[src/rtl/core/assert_macros.svh]
// Assertion macros shared by the RTL of the core.
// No dependencies; taken in by `include where a module asserts.
`ifndef ASSERT_MACROS_SVH
`define ASSERT_MACROS_SVH

// Same-cycle implication, disabled in reset.
`define ASSERT_IMPLIES(label, clk, rst, ante, cons, msg) \
   label: assert property (@(posedge clk) disable iff (rst) (ante) |-> (cons)) else $error(msg);

// Next-cycle implication, disabled in reset.
`define ASSERT_NEXT(label, clk, rst, ante, cons, msg) \
   label: assert property (@(posedge clk) disable iff (rst) (ante) |=> (cons)) else $error(msg);

`endif

[src/rtl/core/lrsc_pkg.sv]
// Package for the low-rank Schur complement block: codes, command struct,
// fixed-point helpers. No dependencies.
package lrsc_pkg;

   localparam int N_MAX_DEF = 32;
   localparam int R_MAX_DEF = 64;
   localparam int M_MAX_DEF = 8;

   // action codes
   localparam logic [2:0] ACT_LOAD_W     = 3'd0;
   localparam logic [2:0] ACT_LOAD_V     = 3'd1;
   localparam logic [2:0] ACT_LOAD_ALPHA = 3'd2;
   localparam logic [2:0] ACT_LOAD_BND   = 3'd3;
   localparam logic [2:0] ACT_START      = 3'd4;

   // register indexes
   localparam int CSR_IDX_W = 1;
   localparam int CSR_DATA_W = 6;
   localparam logic [CSR_IDX_W-1:0] CSR_SIZE_IN_USE = 1'b0;
   localparam logic [CSR_IDX_W-1:0] CSR_BLOCK_COUNT = 1'b1;

   localparam logic signed [63:0] Q32_MAX = 64'sh7FFF_FFFF_FFFF_FFFF;
   localparam logic signed [63:0] Q32_MIN = 64'sh8000_0000_0000_0000;
   localparam logic signed [47:0] Q16_HI  = 48'sh0000_7FFF_FFFF;
   localparam logic signed [47:0] Q16_LO  = 48'shFFFF_8000_0000;

   typedef enum logic [1:0] {
      MUL_WV    = 2'd0,
      MUL_VWV   = 2'd1,
      MUL_ALPHA = 2'd2,
      MUL_TD    = 2'd3
   } mul_sel_type;

   typedef struct packed {
      mul_sel_type mul_sel;
      logic        mul_en;
      logic        acc_en;
      logic        acc_first;
      logic        vw_we;
      logic        d_en;
      logic        ak_en;
      logic        t_en;
      logic        sum_clr;
      logic        sum_en;
      logic        m_we;
      logic        out_ld;
      logic        out_last;
      logic [2:0]  out_row;
      logic [2:0]  out_col;
   } dp_cmd_type;

   function automatic int addr_w(input int depth);
      return (depth > 1) ? $clog2(depth) : 1;
   endfunction

   function automatic logic signed [63:0] sat_add64(input logic signed [63:0] a,
                                                    input logic signed [63:0] b);
      logic signed [63:0] s;
      s = a + b;
      if (a[63] == b[63] && s[63] != a[63]) begin
         s = a[63] ? Q32_MIN : Q32_MAX;
      end
      return s;
   endfunction

   // Q32.32 -> Q16.16, round half up, saturate
   function automatic logic signed [31:0] round_sat(input logic signed [63:0] x);
      logic signed [63:0] y;
      logic signed [47:0] q;
      y = sat_add64(x, 64'sd32768);
      q = y[63:16];
      if (q > Q16_HI) begin
         q = Q16_HI;
      end else if (q < Q16_LO) begin
         q = Q16_LO;
      end
      return q[31:0];
   endfunction

endpackage

[src/rtl/core/lrsc_ctrl.sv]
// Controller: configuration registers, loop counters and the sequencing
// state machine that drives the datapath. Depends on lrsc_pkg, assert_macros.
`include "assert_macros.svh"

module lrsc_ctrl import lrsc_pkg::*; #(
   parameter int N_MAX = N_MAX_DEF,
   parameter int R_MAX = R_MAX_DEF,
   parameter int M_MAX = M_MAX_DEF,
   localparam int W_AW = addr_w(N_MAX * N_MAX),
   localparam int V_AW = addr_w(N_MAX * R_MAX),
   localparam int A_AW = addr_w(R_MAX),
   localparam int B_AW = addr_w(M_MAX + 1),
   localparam int M_AW = addr_w(M_MAX * M_MAX)
) (
   input  logic                  clock,
   input  logic                  reset,
   input  logic                  req_valid,
   input  logic [2:0]            req_action,
   output logic                  req_stall,
   output logic                  rsp_valid,
   input  logic                  rsp_stall,
   input  logic                  csr_we,
   input  logic [CSR_IDX_W-1:0]  csr_index,
   input  logic [CSR_DATA_W-1:0] csr_wdata,
   input  logic [6:0]            bnd_rdata,
   output dp_cmd_type            cmd,
   output logic [W_AW-1:0]       w_raddr,
   output logic [V_AW-1:0]       v_raddr,
   output logic [V_AW-1:0]       vw_raddr,
   output logic [V_AW-1:0]       vw_waddr,
   output logic [A_AW-1:0]       alpha_raddr,
   output logic [B_AW-1:0]       bnd_raddr,
   output logic [M_AW-1:0]       m_addr
);

   localparam int NC_W = $clog2(N_MAX + 1);
   localparam int RC_W = $clog2(R_MAX + 1);
   localparam int MC_W = $clog2(M_MAX + 1);

   typedef enum logic [23:0] {
      ST_IDLE     = 24'h000001,
      ST_VW_RD    = 24'h000002,
      ST_VW_MUL   = 24'h000004,
      ST_VW_ACC   = 24'h000008,
      ST_VW_WR    = 24'h000010,
      ST_BND_RD   = 24'h000020,
      ST_BND_LAT  = 24'h000040,
      ST_PAIR     = 24'h000080,
      ST_DOT_RD   = 24'h000100,
      ST_DOT_MUL  = 24'h000200,
      ST_DOT_ACC  = 24'h000400,
      ST_D_RS     = 24'h000800,
      ST_AK_LAT   = 24'h001000,
      ST_AL_MUL   = 24'h002000,
      ST_T1       = 24'h004000,
      ST_T2_MUL   = 24'h008000,
      ST_T2       = 24'h010000,
      ST_TERM_MUL = 24'h020000,
      ST_TERM_ACC = 24'h040000,
      ST_M_WR1    = 24'h080000,
      ST_M_WR2    = 24'h100000,
      ST_OUT_RD   = 24'h200000,
      ST_OUT_LD   = 24'h400000,
      ST_OUT_WAIT = 24'h800000
   } state_type;

   state_type       state_ff, state_in;
   logic [5:0]      size_ff, size_in;
   logic [3:0]      blocks_ff, blocks_in;
   logic [NC_W-1:0] r_ff, r_in, c_ff, c_in;
   logic [RC_W-1:0] k_ff, k_in, l_ff, l_in;
   logic [RC_W-1:0] k0_ff, k0_in, k1_ff, k1_in, l0_ff, l0_in, l1_ff, l1_in;
   logic [MC_W-1:0] i_ff, i_in, j_ff, j_in;
   logic [1:0]      bsel_ff, bsel_in;
   logic            valid_ff, valid_in;

   logic [NC_W-1:0] n_w, n_last;
   logic [MC_W-1:0] m_w, m_last;
   logic [RC_W-1:0] bnd_clamp;
   logic            r_last, c_last, last_w;
   logic [MC_W-1:0] bnd_idx;

   // effective sizes, clamped to the supported range
   always_comb begin
      if (size_ff == '0) begin
         n_w = NC_W'(1);
      end else if (size_ff > N_MAX) begin
         n_w = NC_W'(N_MAX);
      end else begin
         n_w = NC_W'(size_ff);
      end
      if (blocks_ff == '0) begin
         m_w = MC_W'(1);
      end else if (blocks_ff > M_MAX) begin
         m_w = MC_W'(M_MAX);
      end else begin
         m_w = MC_W'(blocks_ff);
      end
   end

   assign n_last    = n_w - NC_W'(1);
   assign m_last    = m_w - MC_W'(1);
   assign r_last    = (r_ff == n_last);
   assign c_last    = (c_ff == n_last);
   assign last_w    = (i_ff == m_last) && (j_ff == m_last);
   assign bnd_clamp = (bnd_rdata > R_MAX) ? RC_W'(R_MAX) : RC_W'(bnd_rdata);

   always_comb begin
      unique case (bsel_ff)
         2'd0:    bnd_idx = i_ff;
         2'd1:    bnd_idx = i_ff + MC_W'(1);
         2'd2:    bnd_idx = j_ff;
         2'd3:    bnd_idx = j_ff + MC_W'(1);
         default: bnd_idx = i_ff;
      endcase
   end

   // memory addresses
   assign w_raddr     = W_AW'(r_ff * N_MAX + c_ff);
   assign v_raddr     = (state_ff == ST_VW_RD) ? V_AW'(k_ff * N_MAX + r_ff)
                                               : V_AW'(l_ff * N_MAX + r_ff);
   assign vw_raddr    = V_AW'(k_ff * N_MAX + r_ff);
   assign vw_waddr    = V_AW'(k_ff * N_MAX + c_ff);
   assign alpha_raddr = (state_ff == ST_AK_LAT) ? A_AW'(l_ff) : A_AW'(k_ff);
   assign bnd_raddr   = B_AW'(bnd_idx);
   assign m_addr      = (state_ff == ST_M_WR2) ? M_AW'(j_ff * M_MAX + i_ff)
                                               : M_AW'(i_ff * M_MAX + j_ff);

   always_comb begin
      state_in  = state_ff;
      size_in   = size_ff;
      blocks_in = blocks_ff;
      r_in      = r_ff;
      c_in      = c_ff;
      k_in      = k_ff;
      l_in      = l_ff;
      k0_in     = k0_ff;
      k1_in     = k1_ff;
      l0_in     = l0_ff;
      l1_in     = l1_ff;
      i_in      = i_ff;
      j_in      = j_ff;
      bsel_in   = bsel_ff;
      valid_in  = valid_ff;

      cmd          = '0;
      cmd.mul_sel  = MUL_WV;
      cmd.out_row  = 3'(i_ff);
      cmd.out_col  = 3'(j_ff);
      cmd.out_last = last_w;

      if (csr_we) begin
         unique case (csr_index)
            CSR_SIZE_IN_USE: size_in   = csr_wdata[5:0];
            CSR_BLOCK_COUNT: blocks_in = csr_wdata[3:0];
         endcase
      end

      unique case (state_ff)
         ST_IDLE: begin
            if (req_valid && req_action == ACT_START) begin
               k_in     = '0;
               c_in     = '0;
               r_in     = '0;
               state_in = ST_VW_RD;
            end
         end
         ST_VW_RD: state_in = ST_VW_MUL;
         ST_VW_MUL: begin
            cmd.mul_en  = 1'b1;
            cmd.mul_sel = MUL_WV;
            state_in    = ST_VW_ACC;
         end
         ST_VW_ACC: begin
            cmd.acc_en    = 1'b1;
            cmd.acc_first = (r_ff == '0);
            if (r_last) begin
               state_in = ST_VW_WR;
            end else begin
               r_in     = r_ff + NC_W'(1);
               state_in = ST_VW_RD;
            end
         end
         ST_VW_WR: begin
            cmd.vw_we = 1'b1;
            r_in      = '0;
            state_in  = ST_VW_RD;
            if (c_last) begin
               c_in = '0;
               if (k_ff == RC_W'(R_MAX - 1)) begin
                  i_in     = '0;
                  j_in     = '0;
                  bsel_in  = '0;
                  state_in = ST_BND_RD;
               end else begin
                  k_in = k_ff + RC_W'(1);
               end
            end else begin
               c_in = c_ff + NC_W'(1);
            end
         end
         ST_BND_RD: state_in = ST_BND_LAT;
         ST_BND_LAT: begin
            unique case (bsel_ff)
               2'd0:    k0_in = bnd_clamp;
               2'd1:    k1_in = bnd_clamp;
               2'd2:    l0_in = bnd_clamp;
               2'd3:    l1_in = bnd_clamp;
               default: k0_in = bnd_clamp;
            endcase
            if (bsel_ff == 2'd3) begin
               state_in = ST_PAIR;
            end else begin
               bsel_in  = bsel_ff + 2'd1;
               state_in = ST_BND_RD;
            end
         end
         ST_PAIR: begin
            cmd.sum_clr = 1'b1;
            k_in        = k0_ff;
            l_in        = l0_ff;
            r_in        = '0;
            // empty or reversed block on either side adds nothing
            if (k0_ff >= k1_ff || l0_ff >= l1_ff) begin
               state_in = ST_M_WR1;
            end else begin
               state_in = ST_DOT_RD;
            end
         end
         ST_DOT_RD: state_in = ST_DOT_MUL;
         ST_DOT_MUL: begin
            cmd.mul_en  = 1'b1;
            cmd.mul_sel = MUL_VWV;
            state_in    = ST_DOT_ACC;
         end
         ST_DOT_ACC: begin
            cmd.acc_en    = 1'b1;
            cmd.acc_first = (r_ff == '0);
            if (r_last) begin
               state_in = ST_D_RS;
            end else begin
               r_in     = r_ff + NC_W'(1);
               state_in = ST_DOT_RD;
            end
         end
         ST_D_RS: begin
            cmd.d_en = 1'b1;
            state_in = ST_AK_LAT;
         end
         ST_AK_LAT: begin
            cmd.ak_en = 1'b1;
            state_in  = ST_AL_MUL;
         end
         ST_AL_MUL: begin
            cmd.mul_en  = 1'b1;
            cmd.mul_sel = MUL_ALPHA;
            state_in    = ST_T1;
         end
         ST_T1: begin
            cmd.t_en = 1'b1;
            state_in = ST_T2_MUL;
         end
         ST_T2_MUL: begin
            cmd.mul_en  = 1'b1;
            cmd.mul_sel = MUL_TD;
            state_in    = ST_T2;
         end
         ST_T2: begin
            cmd.t_en = 1'b1;
            state_in = ST_TERM_MUL;
         end
         ST_TERM_MUL: begin
            cmd.mul_en  = 1'b1;
            cmd.mul_sel = MUL_TD;
            state_in    = ST_TERM_ACC;
         end
         ST_TERM_ACC: begin
            cmd.sum_en = 1'b1;
            r_in       = '0;
            state_in   = ST_DOT_RD;
            if (l_ff == l1_ff - RC_W'(1)) begin
               l_in = l0_ff;
               if (k_ff == k1_ff - RC_W'(1)) begin
                  state_in = ST_M_WR1;
               end else begin
                  k_in = k_ff + RC_W'(1);
               end
            end else begin
               l_in = l_ff + RC_W'(1);
            end
         end
         ST_M_WR1: begin
            cmd.m_we = 1'b1;
            state_in = ST_M_WR2;
         end
         ST_M_WR2: begin
            cmd.m_we = 1'b1;
            bsel_in  = '0;
            state_in = ST_BND_RD;
            if (j_ff == m_last) begin
               if (i_ff == m_last) begin
                  i_in     = '0;
                  j_in     = '0;
                  state_in = ST_OUT_RD;
               end else begin
                  i_in = i_ff + MC_W'(1);
                  j_in = i_ff + MC_W'(1);
               end
            end else begin
               j_in = j_ff + MC_W'(1);
            end
         end
         ST_OUT_RD: state_in = ST_OUT_LD;
         ST_OUT_LD: begin
            cmd.out_ld = 1'b1;
            valid_in   = 1'b1;
            state_in   = ST_OUT_WAIT;
         end
         ST_OUT_WAIT: begin
            if (!rsp_stall) begin
               valid_in = 1'b0;
               if (last_w) begin
                  state_in = ST_IDLE;
               end else begin
                  state_in = ST_OUT_RD;
                  if (j_ff == m_last) begin
                     j_in = '0;
                     i_in = i_ff + MC_W'(1);
                  end else begin
                     j_in = j_ff + MC_W'(1);
                  end
               end
            end
         end
         default: state_in = ST_IDLE;
      endcase
   end

   always_ff @(posedge clock) begin
      if (reset) begin
         state_ff  <= ST_IDLE;
         size_ff   <= 6'd1;
         blocks_ff <= 4'd1;
         r_ff      <= '0;
         c_ff      <= '0;
         k_ff      <= '0;
         l_ff      <= '0;
         k0_ff     <= '0;
         k1_ff     <= '0;
         l0_ff     <= '0;
         l1_ff     <= '0;
         i_ff      <= '0;
         j_ff      <= '0;
         bsel_ff   <= '0;
         valid_ff  <= 1'b0;
      end else begin
         state_ff  <= state_in;
         size_ff   <= size_in;
         blocks_ff <= blocks_in;
         r_ff      <= r_in;
         c_ff      <= c_in;
         k_ff      <= k_in;
         l_ff      <= l_in;
         k0_ff     <= k0_in;
         k1_ff     <= k1_in;
         l0_ff     <= l0_in;
         l1_ff     <= l1_in;
         i_ff      <= i_in;
         j_ff      <= j_in;
         bsel_ff   <= bsel_in;
         valid_ff  <= valid_in;
      end
   end

   assign req_stall = (state_ff != ST_IDLE);
   assign rsp_valid = valid_ff;

   `ASSERT_NEXT(a_start_busy, clock, reset, req_valid && !req_stall && req_action == ACT_START, state_ff == ST_VW_RD, "start transfer did not launch compute")
   `ASSERT_IMPLIES(a_valid_state, clock, reset, valid_ff, state_ff == ST_OUT_WAIT, "result valid outside output wait")
   `ASSERT_NEXT(a_last_idle, clock, reset, valid_ff && !rsp_stall && last_w, state_ff == ST_IDLE, "last transfer did not return to idle")
   `ASSERT_IMPLIES(a_dot_range, clock, reset, state_ff == ST_DOT_RD, (k_ff < k1_ff) && (l_ff < l1_ff), "vector index outside its block")

endmodule

[config.mk]
export PLATFORM = sky130hd
export DESIGN_NAME = lrsc_ctrl
export DESIGN_NICKNAME = d
export VERILOG_FILES = /design/src/rtl/core/lrsc_pkg.sv /design/src/rtl/core/lrsc_ctrl.sv
export VERILOG_INCLUDE_DIRS = /design/src /design/src/rtl/core
export SDC_FILE = /design/constraint.sdc
export NUM_CORES = 1
export LEC_CHECK = 0
export BUFFER_PORTS_ARGS = -buffer_cell sky130_fd_sc_hd__buf_2
export CELL_PAD_IN_SITES_DETAIL_PLACEMENT = 1
export CELL_PAD_IN_SITES_GLOBAL_PLACEMENT = 2
export CORE_MARGIN = 4
export CORE_UTILIZATION = 37
export DETAILED_ROUTE_END_ITERATION = 6
export PLACE_DENSITY = 0.95
export REMOVE_ABC_BUFFERS = 1
export SLEW_MARGIN = 20
export SYNTH_ARGS = -nofsm -noshare
export SYNTH_HDL_FRONTEND = slang
export SYNTH_SLANG_ARGS = --single-unit
[constraint.sdc]
create_clock -name clock -period 5.7 [get_ports clock]
set_clock_uncertainty 0.2 [all_clocks]
set_input_delay 0.285 -clock clock [delete_from_list [all_inputs] [get_ports clock]]
set_output_delay 0.285 -clock clock [all_outputs]
set_load 0.02 [all_outputs]
Word level (Yosys, flattened, before mapping)
Index checks and enable logic that the tools add are counted.

storage, ports and cells
  output and inout bits = 81
  bits in latches = 0
  ROM bits = 0
  bits of input ports = 22
  memories = 0
  register bits = 99
  RAM bits = 0

cells by class
  multiply operators = 0
  shifts and indexed selects = 0
  multiplexer cells = 65
  add/sub/neg operators = 17
  eq/ne operators = 48
  div/mod/pow operators = 0
  reduce and logical (&&, ||, !) cells = 33
  bitwise operators = 1
  magnitude comparators = 5

operator list
  kind                  count
  $pmux 24 s24          1
  $mux 22               3
  $mux 20               3
  $mux 6                9
  $mux 4                13
  $mux 7                7
  $mux 24               2
  $add 11x6->11         3
  $pmux 7 s4            1
  $eq 24x1->1 const B   1
  $eq 24x10->1 const B  1
  $eq 24x11->1 const B  1
  $eq 24x12->1 const B  1
  $eq 24x13->1 const B  1
  $eq 24x14->1 const B  1
  $eq 24x15->1 const B  1
  $eq 24x16->1 const B  1
  $eq 24x17->1 const B  1
  $eq 24x18->1 const B  1
  $eq 24x19->1 const B  1
  $eq 24x2->1 const B   1
  $eq 24x20->1 const B  1
  $eq 24x21->1 const B  1
  $eq 24x22->1 const B  1
  other kinds (63)      112

Depth between registers and ports, before layout
  depth after elaboration = 9
  depth in mapped cells = 11
  gate-level depth less buffers = 10

Least setup slack after synthesis
Ideal clock, no wire load.

  kind = reg-to-reg
  from = register size_ff[2]
  to = register k_ff[1]
  stages on the path, launching flop included = 11
  data arrival time = 2.805 ns
  required time = 5.379 ns
  buffers on the path = 1
  setup slack = 2.574 ns
  cells stage by stage = dfxtp_1 -> nor4_1 -> o21ai_0 -> ha_1 -> xnor2_1 -> xnor2_1 -> nor4_1 -> a31oi_4 -> a211o_1 -> buf_6 -> mux2_4

between the ends
  cells in the longest elaborated chain, start to end = 7

RTL lines
  element                       line              RTL
  from (decl)                   lrsc_ctrl.sv:68   logic [5:0] size_ff, size_in;
  from (signal assigned)        lrsc_ctrl.sv:358  size_ff <= size_in;
  $gt 6x6->1                    lrsc_ctrl.sv:87   end else if (size_ff > N_MAX) begin
  $mux 6                        lrsc_ctrl.sv:87
  $mux 6 *                      lrsc_ctrl.sv:85   if (size_ff == '0) begin
  $sub 6x1->6 *                 lrsc_ctrl.sv:101  assign n_last = n_w - NC_W'(1);
  $eq 6x6->1 *                  lrsc_ctrl.sv:104  assign c_last = (c_ff == n_last);
  $ne 2x2->1 (no line) *        n/a
  $reduce_and 6->1 (no line) *  n/a
  to (signal assigned)          lrsc_ctrl.sv:362  k_ff <= k_in;
  to (decl)                     lrsc_ctrl.sv:71   logic [RC_W-1:0] k_ff, k_in, l_ff, l_in;

Every way passes the cells marked *; elsewhere a longest branch is shown, timed or not.
A chain may end at the register's enable or synchronous reset.

Final worst setup path
  from = register state_ff[16]
  to = output alpha_raddr[0]

between the ends
  cells in the longest elaborated chain, start to end = 2

RTL lines
  element                 line              RTL
  from (decl)             lrsc_ctrl.sv:67   state_type state_ff, state_in;
  from (signal assigned)  lrsc_ctrl.sv:357  state_ff <= state_in;
  $eq 24x13->1            lrsc_ctrl.sv:124  assign alpha_raddr = (state_ff == ST_AK_LAT) ? A_AW'(l_ff) : A_AW'(k_ff);
  $mux 6                  lrsc_ctrl.sv:124
  to (decl)               lrsc_ctrl.sv:31   output logic [A_AW-1:0] alpha_raddr,

Every way passes these cells.

==> results.md <==
* Status: finished clean
* Initial antenna violation count at 0
* Total net switching power at 0.590 mW
* Post-synthesis sequential area ratio at 27.1%
* Setup tns final at 0 ps
* MaxCap Viol Count at 0
* Layout fillers at 2404
* N_diodes at 0
* Mean post-synth cell area at 7.85 um2
* Worst EP arrival at 3290 ps
* Net Sw Frac at 33.8%
* Peak VDD IR at 0.173 mV
* Core Area at 19500 um2
* ANT nets after route at 0
* Die X-Extent at 149 um
* Setup crit start kind: register
* EDFF count, synth at 0
* Num CTS Buffers at 9
* Mapped cell area at 7320 um2
* Fraction of registers with async set/reset at 0%
* Post-DP HPWL at 18.2 mm
* Drt total wl at 23.8 mm
* Ports at 103
* Pin count of the biggest net entering global routing at 56
* Synth top area share at 27.1%
* IO Port Bufs at 102
* Final period utilization at 66.3%
* R2r endpoint: k_ff[1]$_SDFFE_PP0P_
* Rows at 51
* Crit path required time at 5220 ps
* DP Area at 7830 um2
* Register bit total from synthesis at 99
* Launch point of the worst hold path: csr_index
* Drt via density at 5.62
* RSZ-0062 raised after global routing: false
* Initial Utilization at 37.6%
* Most common cell in the netlist: nand2_1
* Fmax achieved at 265 MHz
* Drt pass-1 iters at 5
* Sequential share of power at 41.4%
* Residual DRC at 0
* # H-tree levels at 3
* Area contributors post-synth: dfxtp_1 (27%), ha_1 (7.2%), xnor2_1 (5.5%)
* Slew Limit Fails at 0
* R2r setup slk at 2030 ps
* Area of the multi-input gates at 4820 um2
* Final Setup Violations at 0
* Worst R2R Start: size_ff[4]$_SDFFE_PP0P_
* Clk buf depth at 2
* WS Path Type: register to primary output
* Cell variety after synth at 79
* Routed len/inst at 19.0 um
* Crit path launch: state_ff[16]$_SDFFE_PP0P_
* Clock Pin Slew Worst Setup and Hold Paths at 80 ps
* Period minus WS final at 3780 ps
* Comb pwr share at 22.6%
* Die Area at 22100 um2
* P_leak at 3.34 nW
* Worst min path class: primary input to register
* CP max FO at 12
* Post_cts resized at 0
* Worst-case reg-to-reg path depth at 9
* RePlAce Congestion at 0.939
* GRT Overall Usage at 21.5%
* Congestion Overflow GR at 0
* Rel. slew slack at 39.9%
* Die H at 149 um
* Vias at 7060
* CTS sink count at 99
* Int Pwr at 1.16 mW
* Share of cells above drive strength 1 at 16.3%
* Initial DRC count at 482
* Synth warn at 0
* Post-Synthesis Cells at 932
* Flip-flop and latch area at 1980 um2
* Global-route wire length before repair at 38.4 mm
* CTS tree: built
* Fin util at 42.0%
* Root buf cell: clkbuf_16
* Cell area power density at 214 nW/um2
* Hold Path Stages at 3
* Clk_lat worst skew at 360 ps
* Fin area at 8180 um2
* Synth-to-Final Area Change at 11.8%
* Final hold viol count at 0
* Vias in the first global route at 7133
* Worst Tran Pin Value at 893 ps
* Clock power frac at 36.0%
* Ys flop type: dfxtp_1
* CP Capture Type: primary output
* Top post-synthesis cells by count: nand2_1 (106), dfxtp_1 (99), nor2_1 (63), a21oi_1 (62), xnor2_1 (46)
* Post-synth top area cell: dfxtp_1
* # Post-CTS Setup Buffers at 0
* WHS Endpoint: blocks_ff[1]$_SDFFE_PP0P_
* Final nets at 1050
==> cell usage in the layout (no fill, tap or decap), drive strengths merged, types with 29 or more instances in the layout <==
master,instances
nor3,42
buf,105
ha,42
inv,47
o21ai,33
a21oi,62
xnor2,46
nor4,29
nor2,63
dfxtp,99
nand3,46
nand2,106
==> routing by layer <==
layer	track usage, %	vias to the layer above	routed length (um)
li1	-	3405	-
met1	28.9	3452	10800
met4	5.40	0	385
met5	0	-	0
met2	36.6	172	11500
met3	2.99	31	1080
==> cell families after synthesis <==
family | Yosys count | share of synthesized area (%)
AOI/OAI and AO/OA | 172 | 15.2
xor gates and xnor gates | 68 | 8.71
adders and majority gates | 42 | 7.18
buffers and inverters | 111 | 7.23
DFF | 99 | 27.1
muxes | 27 | 4.07
and+or+nand+nor | 413 | 30.5
==> worst max-delay path, stage by stage (launching register included) <==
cell     delay (ps)
dfxtp_1         360
nor4_2          710
nand2_1         460
nor3_2          790
mux2_2          440
buf_2           160
==> through the flow <==
stage	hold slack, ps	worst slack [ps]	total power [mW]	cells
floorplan	154	2250	1.00	865
global placement	259	2190	1.12	1235
detailed placement	269	2050	1.13	1235
CTS	24.4	1860	1.75	1256
global route	46.2	1700	1.82	1256
finish	30.4	1920	1.75	1256
==> registers in the layout (all words and copies together), names as in the netlist <==
signal     flops
size_ff        6
c_ff           6
k0_ff          7
rsp_valid      1
state_ff      24
l1_ff          7
i_ff           4
l0_ff          7
r_ff           6
j_ff           4
blocks_ff      4
k_ff           7
bsel_ff        2
l_ff           7
k1_ff          7
==> power by group through the flow <==
stage          Clock (mW)  Combinational [mW]  Sequential (mW)
5_1_grt             0.665               0.429            0.728
4_1_cts             0.637               0.392            0.724
3_3_place_gp            0               0.382            0.739
2_1_floorplan           0               0.259            0.744
6_report            0.629               0.394            0.724
3_5_place_dp            0               0.385            0.741
==> what timing repair did <==
| action | CTS | global route |
|---|---|---|
| endpoints found under the hold margin | 6 | 0 |
| setup endpoints to repair | 0 | 0 |
| hold buffers | 5 | 0 |
==> area by class of cell <==
class	instances	area share [%]
Clock buffer	10	2.92
Clock inverter	6	0.673
Inverter	44	2.02
Multi-Input combinational cell	722	58.9
Sequential cell	99	24.2
Tap cell	265	4.05
Timing Repair Buffer	110	7.16
==> how the worst max path moves through the flow <==
stage | end | depth (start not counted) | slack [ps]
after floorplan | k_ff[1]$_SDFFE_PP0P_ | 7 | 2250
after CTS | alpha_raddr[0] | 5 | 1860
after global routing | alpha_raddr[0] | 5 | 1700
after global placement | k_ff[5]$_SDFFE_PP0P_ | 9 | 2190
final | alpha_raddr[0] | 5 | 1920
after detailed placement | k_ff[1]$_SDFFE_PP0P_ | 9 | 2050
Power figures use the tool's default switching activity.
